--- config.mk ---
export PLATFORM = sky130hd
export DESIGN_NAME = bfs_ram
export DESIGN_NICKNAME = d
export VERILOG_FILES = /design/src/bfs_ram.sv
export SDC_FILE = /design/constraint.sdc
export NUM_CORES = 1
export LEC_CHECK = 0
export BUFFER_PORTS_ARGS = -buffer_cell sky130_fd_sc_hd__buf_2
export CORE_UTILIZATION = 54
export CTS_CLUSTER_SIZE = 12
export DETAILED_ROUTE_END_ITERATION = 10
export MAX_ROUTING_LAYER = met4
export PLACE_DENSITY = 0.72
export SLEW_MARGIN = 10
export SYNTH_ARGS = -nofsm -noshare
export SYNTH_HDL_FRONTEND = slang
export SYNTH_SLANG_ARGS = --single-unit
--- constraint.sdc ---
create_clock -name clk -period 1.8 [get_ports clk]
set_clock_uncertainty 0.15 [all_clocks]
set_input_delay 0.09 -clock clk [delete_from_list [all_inputs] [get_ports clk]]
set_output_delay 0.09 -clock clk [all_outputs]
set_load 0.005 [all_outputs]
--- src/bfs_ram.sv ---
// Generic simple dual-port RAM: one write port, one registered read port.
// No dependencies.
module bfs_ram #(
  parameter int ADDR_W = 4,
  parameter int DATA_W = 8
) (
  input  logic              clk,
  input  logic              we,
  input  logic [ADDR_W-1:0] waddr,
  input  logic [DATA_W-1:0] wdata,
  input  logic [ADDR_W-1:0] raddr,
  output logic [DATA_W-1:0] rdata
);

  logic [DATA_W-1:0] mem [2**ADDR_W];
  logic [DATA_W-1:0] rdata_r;

  always_ff @(posedge clk) begin
    if (we) begin
      mem[waddr] <= wdata;
    end
    rdata_r <= mem[raddr];
  end

  assign rdata = rdata_r;

endmodule

# Word-level counts from Yosys, hierarchy flattened
# Memory sizes are Yosys's and may differ from the RTL's. A register that Yosys moved wholly into a read port is not among the register bits.
# Cells that the tools add are included.
# word_totals
ff_bits	0
mem_bits_rw	128
input_bits	18
out_inout_bits	8
memories	1
# memory_table
memory	depth	width	read_ports	rd_clocked_by_memory_dff	write_ports	line_no	text
mem	16	8	1	1	1	15	logic [DATA_W-1:0] mem [2**ADDR_W];
# op_classes
mux	2
# op_table
op	count
1-bit 2-to-1 mux	2

# Longest topological paths before layout
# Gate-level depths: netlist of run 1.
# logic_depth
word_depth	2
ltp_mapped	5
depth_no_buf	3

# Worst setup path before layout of run 1
# OpenSTA, ideal clock, no wires.
# synth_path
path_kind	input to register
from	in waddr[2]
to	mem mem[0][0] (enable)
t_arrival_ps	1200
required_time_ps	1267
slack_ps	67
stages	2
path_cell_list	or3b_2 -> nor3_1
# synth_lines
item	line_no	text
from (decl)	9	input logic [ADDR_W-1:0] waddr,
to (decl)	15	
# Straight into the memory's write port.

# Worst setup path after layout of run 1
# layout_path
from	in waddr[1]
to	mem mem[4][2] (enable)
# Straight into the memory's write port.

==> impl_metrics.env, run 1 <==
export IMPL_setup_viol=0
export IMPL_whs_ns=0.0203
export IMPL_num_rows=35
export IMPL_dieArea_sq_um=9930
export IMPL_hold_viol=0
export IMPL_dp_cells=395
export IMPL_post_cts_buffers=0
export IMPL_post_route_min_period_ns=1.67
export IMPL_io_buffer_count=25
export IMPL_relSlewSlack=0.724
export IMPL_vias_per_cell=5.71
export IMPL_fin_nets=316
export IMPL_post_dp_hpwl_um=5820
export IMPL_synth_simple_gate_area_frac=0.0318
export IMPL_cts_tree="yes"
export IMPL_p_per_area_nw_per_um2=1140
export IMPL_cts_resized=0
export IMPL_io_pins=26
export IMPL_drtIter0Drc=152
export IMPL_ant_nets=0
export IMPL_cts_buffers_inserted=17
export IMPL_outcome="complete, no violations"
export IMPL_power_leakage_nw=2.14
export IMPL_finalSetupTns_ns=0
export IMPL_final_max_slew_viol_count=0
export IMPL_synthMuxAreaShare=0.150
export IMPL_fillers=588
export IMPL_final_cell_count_no_fill=440
export IMPL_critPathLaunchType="input port"
export IMPL_criticalPathCategory="input port to flop"
export IMPL_syn_num_nets=247
export IMPL_synth_seq_cells=136
export IMPL_rsz0062_at_grt="false"
export IMPL_initial_utilization=0.557
export IMPL_cts_root_buf="clkbuf_8"
export IMPL_diodes=0
export IMPL_die_w_um=99.6
export IMPL_grt_start_max_net_pins=23
export IMPL_clk_pin_slew_ns=0.06
export IMPL_routed_wl_um=9700
export IMPL_postSynthCellCount=229
export IMPL_grt_overflow=0
export IMPL_maxCapViolCount=0
export IMPL_stdcell_area_sq_um=6220
export IMPL_synthAdderAreaFrac=0
export IMPL_worstPathRequired_ns=1.87
export IMPL_drt_first_pass_iters=7
export IMPL_synthDominantCellAreaShare=0.747
export IMPL_core_area_sq_um=9240
export IMPL_syn_area_sq_um=5150
export IMPL_cts_buffer_depth=2
export IMPL_ys_seq_area_frac=0.778
export IMPL_ir_drop_v=0.000631
export IMPL_cp_arrival_ns=1.74
export IMPL_drive_gt1_frac=0.302
export IMPL_fin_crit_sh=0.926
export IMPL_area_growth_pct=20.8
export IMPL_num_vias=2511
export IMPL_clkSinkCount=136
export IMPL_dpl_cell_area_sq_um=5540
export IMPL_htree_levels=4
export IMPL_ff_latch_area_sq_um=4000
export IMPL_wl_per_cell_um=22.0
export IMPL_avgSynthCellArea_sq_um=22.5
export IMPL_cts_hold_buf=13
export IMPL_antenna_found_initial=0
export IMPL_fmax_ghz=0.600
export IMPL_hold_path_class="input port to flop"
export IMPL_synth_top_cell_by_area="edfxtp_1"
export IMPL_die_h_um=99.6
export IMPL_cp_end_kind="flop"
export IMPL_clk_latency_ns=0.52
export IMPL_ys_types=19
export IMPL_multi_input_area_sq_um=1060
export IMPL_drc=0
export IMPL_grt_usage=0.223
export IMPL_grt_pass1_vias=2555
export IMPL_synth_compound_area_frac=0.0233
export IMPL_yosys_warnings=0
export IMPL_synthXorXnorAreaFrac=0
export IMPL_yosys_top_cells_area="edfxtp_1, mux4_2, mux4_1"
export IMPL_synth_top_family_by_area="multiplexers"
export IMPL_grt_pass1_wl_um=14500
export IMPL_critPathMaxFanout=8
export IMPL_gp_congestion=0.702
export IMPL_tightest_slew_ns=0.414
## synth_stat cells
library cell     count
nand2b_1             2
a22oi_1             16
or3b_2               1
buf_6                3
dfxtp_1              8
mux4_1              14
nor3_1               4
nor2b_1              1
nand3b_1             2
nor2_1              13
and2_1               1
edfxtp_1           128
nand3_1              1
clkdlybuf4s25_2      3
mux4_2              18
nand2_1              9
and2b_1              1
buf_2                3
buf_4                1
## flip-flops by register name, summed over array words and instances, names as in the netlist
register	flops
mem	128
rdata	8
## final cells by class
cell class | count | share of cell area
flip-flops and latches | 136 | 0.644
clock inverters | 14 | 0.0215
well taps | 129 | 0.0260
multi-input cells | 83 | 0.170
clock buffers | 18 | 0.0672
repair buffers | 60 | 0.0716
## worst max-delay path, stage by stage
cell and delay (ns):
dlygate4sd3_1 0.53, buf_2 0.16, nor3_1 0.19, dlygate4sd3_1 0.58
buf_4 0.18
## through the flow
stage | setup WS, ns | power (mW) | utilization
after floorplan | 0.0671 | 3.80 | -
after global placement | 0.134 | 3.95 | 0.599
after detailed placement | 0.107 | 3.96 | 0.599
after CTS | 0.195 | 7.13 | 0.673
after global routing | 0.0860 | 7.27 | 0.673
final | 0.133 | 7.08 | 0.673
## layout by cell type (no fill, tap or decap), types with 3 or more instances in the layout
| cell | instances |
|---|---|
| buf_4 | 20 |
| a22oi_1 | 16 |
| mux4_2 | 18 |
| clkinv_2 | 3 |
| clkbuf_16 | 16 |
| clkinvlp_4 | 4 |
| buf_2 | 25 |
| nor2_1 | 13 |
| clkinv_1 | 3 |
| nand2_1 | 9 |
| mux4_1 | 14 |
| dlygate4sd3_1 | 13 |
| edfxtp_1 | 128 |
| nor3_1 | 4 |
| dfxtp_1 | 8 |
## power breakdown
part           total [mW]  internal [mW]  leakage [nW]  switching (mW)
Combinational       0.349          0.164         0.654           0.185
Sequential           3.56           3.54          1.22          0.0216
Clock                3.17           1.95         0.259            1.23
## metal layers
metal,track usage,part of all wire,wire length [um],up-vias
met1,0.284,0.43,4170,1305
met3,0.0682,0.047,458,12
met5,-,0,0,-
li1,-,-,-,1112
met2,0.344,0.51,4930,82
met4,0.0792,0.015,142,0
## kinds of logic after synthesis
group | count (synthesis)
AO/OA/AOI/OAI | 16
buffers and inverters | 10
flip-flops | 136
multiplexers | 32
AND/OR/NAND/NOR | 35
## final timing paths
kind	startpoint	end	slack [ns]	depth (start not counted)
max	waddr[1]	mem[4][2]	0.13	5
min	raddr[2]	rdata[3]	0.02	5
max reg2reg	mem[10][7]	rdata[7]	0.20	3
min reg2reg	mem[7][0]	rdata[0]	0.52	3
Power figures use the tool's default switching activity.
==> run 2: changes to the inputs <==
--- a/config.mk
+++ b/config.mk
@@ -6,12 +6,12 @@
 export NUM_CORES = 1
 export LEC_CHECK = 0
 export BUFFER_PORTS_ARGS = -buffer_cell sky130_fd_sc_hd__buf_2
-export CORE_UTILIZATION = 54
+export CORE_UTILIZATION = 50
 export CTS_CLUSTER_SIZE = 12
 export DETAILED_ROUTE_END_ITERATION = 10
 export MAX_ROUTING_LAYER = met4
-export PLACE_DENSITY = 0.72
-export SLEW_MARGIN = 10
+export PLACE_DENSITY = 0.68
+export SLEW_MARGIN = 20
 export SYNTH_ARGS = -nofsm -noshare
 export SYNTH_HDL_FRONTEND = slang
 export SYNTH_SLANG_ARGS = --single-unit
==> run 2 against run 1 <==
Sequential share of layout area down 0.26 points. Total power about the same. Sequential power about the same. Die area rose by 7.8%. Non-clock buffer count rose by 2. Combinational power is essentially flat. First-iteration DRC count down 22%. Sequential cell count unchanged. Utilization down 4.0 points. Critical path type unchanged.
==> impl_metrics.env, run 2 (synthesis gave the netlist of run 1 again) <==
export IMPL_num_rows=36
export IMPL_cts_buffer_depth=2
export IMPL_fin_nets=318
export IMPL_cts_buffers_inserted=17
export IMPL_final_cell_mix="edfxtp_1, buf_2, buf_4"
export IMPL_die_w_um=103
export IMPL_post_cts_buffers=0
export IMPL_drtIter0Drc=118
export IMPL_rr_startpoint="mem[11][7]"
export IMPL_critical_path_cell_chain="dlygate4sd3_1 > buf_2 > nor2b_1 > dlygate4sd3_1 > buf_4 > a22oi_1 > nand2_1"
export IMPL_min_to="rdata[6]"
export IMPL_grt_usage=0.212
export IMPL_dieArea_sq_um=10700
export IMPL_antenna_found_initial=0
export IMPL_vias_per_cell=5.57
export IMPL_p_per_area_nw_per_um2=1130
export IMPL_worstPathRequired_ns=2.04
export IMPL_grt_pass1_wl_um=14700
export IMPL_wl_per_cell_um=21.4
export IMPL_met3_usage=0.0618
export IMPL_clk_latency_ns=0.51
export IMPL_fmax_ghz=0.587
export IMPL_worstReg2RegEnd="rdata[7]"
export IMPL_slowest_delay_ns=0.55
export IMPL_core_area_sq_um=9860
export IMPL_die_h_um=103
export IMPL_grt_busiest_layer="met2"
export IMPL_total_power_mw=7.08
export IMPL_diodes=0
export IMPL_criticalPathCategory="input port to flop"
export IMPL_maxCapViolCount=0
export IMPL_io_pins=26
export IMPL_final_common_cell="edfxtp_1"
export IMPL_grt_use_met1=0.269
export IMPL_largest_reg_flops=128
export IMPL_routed_wl_um=9510
export IMPL_whs_path_depth=4
export IMPL_setup_viol=0
export IMPL_relSlewSlack=0.751
export IMPL_grt_overflow=0
export IMPL_cts_tree="yes"
export IMPL_r2r_cells=3
export IMPL_outcome="complete, no violations"
export IMPL_largest_register="mem"
export IMPL_initial_utilization=0.522
export IMPL_critPathMaxFanout=8
export IMPL_hold_viol=0
export IMPL_cp_end_kind="flop"
export IMPL_cp_common_cell="dlygate4sd3_1"
export IMPL_io_buffer_count=25
export IMPL_area_growth_pct=21.3
export IMPL_fillers=658
export IMPL_rsz0062_at_grt="false"
export IMPL_grt_start_max_net_pins=22
export IMPL_reg2reg_slack_ns=0.34
export IMPL_drive_gt1_frac=0.311
export IMPL_tightest_slew_ns=0.373
export IMPL_cp_arrival_ns=1.94
export IMPL_finalSetupTns_ns=0
export IMPL_power_leakage_nw=2.15
export IMPL_post_dp_hpwl_um=6180
export IMPL_drc=0
export IMPL_fin_crit_sh=0.947
export IMPL_post_route_min_period_ns=1.70
export IMPL_ir_drop_v=0.000604
export IMPL_use_met2=0.325
export IMPL_clkSinkCount=136
export IMPL_gp_congestion=0.824
export IMPL_critPathLaunchType="input port"
export IMPL_min_from="raddr[0]"
export IMPL_num_vias=2478
export IMPL_grt_pass1_vias=2606
export IMPL_cts_root_buf="clkbuf_8"
export IMPL_clk_pin_slew_ns=0.06
export IMPL_htree_levels=4
export IMPL_ant_nets=0
export IMPL_hold_path_class="input port to flop"
export IMPL_final_max_slew_viol_count=0
export IMPL_drt_first_pass_iters=4
export IMPL_cp_slowest_cell="dlygate4sd3_1"
==> run 2: cell count changes in the layout (fill, tap and decap cells not counted) <==
| cell | change |
|---|---|
| a22oi_1 | -1 |
| buf_4 | +1 |
| dlygate4sd3_1 | +1 |
| clkinv_1 | -1 |
| clkbuf_1 | -1 |
| a22oi_2 | +1 |
| clkinv_2 | +1 |
==> run 2: area by class of cell <==
cell class                 count  area, sq um  area share
tap                          133          166      0.0266
clock inverter                14          135      0.0216
sequential                   136         4000       0.641
multi-input combinational     83         1060       0.170
timing repair buffer          62          463      0.0741
clock buffer                  17          414      0.0663
==> run 2: through the flow <==
| step | instances | util | cell area (sq um) | setup WS, ns | hold WS (ns) |
|---|---|---|---|---|---|
| after CTS | 445 | 0.633 | 6240 | 0.112 | 0.00383 |
| after global routing | 445 | 0.633 | 6240 | 0.00921 | 0.0116 |
| after global placement | 400 | 0.563 | 5550 | 0.0819 | 0.317 |
| final | 445 | 0.633 | 6240 | 0.0956 | 0.0117 |
| after detailed placement | 400 | 0.563 | 5550 | 0.0765 | 0.320 |
| after floorplan | 229 | - | 5150 | 0.0671 | 0.0389 |
==> run 2: worst max-delay path by stage <==
stage                      endpoint     start  cells after the start
final                      rdata[7]  raddr[3]                      7
after global routing       rdata[7]  raddr[3]                      7
after CTS                  rdata[7]  raddr[3]                      7
after detailed placement   rdata[7]  raddr[0]                      5
after global placement     rdata[2]  raddr[0]                      5
after floorplan           mem[0][0]  waddr[2]                      2
==> run 2: where the power goes <==
group	internal (mW)	switching (mW)	leakage (nW)
sequential	3.54	0.0235	1.22
clock	1.94	1.23	0.260
combinational	0.167	0.180	0.663
==> run 2: layer usage <==
layer / part of all wire / up-vias
li1: - / 1115
met1: 0.40 / 1260
met2: 0.52 / 93
met3: 0.069 / 10
met4: 0.013 / 0
met5: 0 / -
==> run 2: critical path: cells and delay by family <==
kind / cells / cell delay, ns
simple gates: 2 / 0.20
buf+inv: 4 / 1.40
compound gates: 1 / 0.25
==> run 2: timing repair <==
item / in CTS / in global routing
resized for setup: 0 / 1
setup endpoints to repair: 0 / 1
endpoints found under the hold margin: 166 / 0
hold buffers: 14 / 0
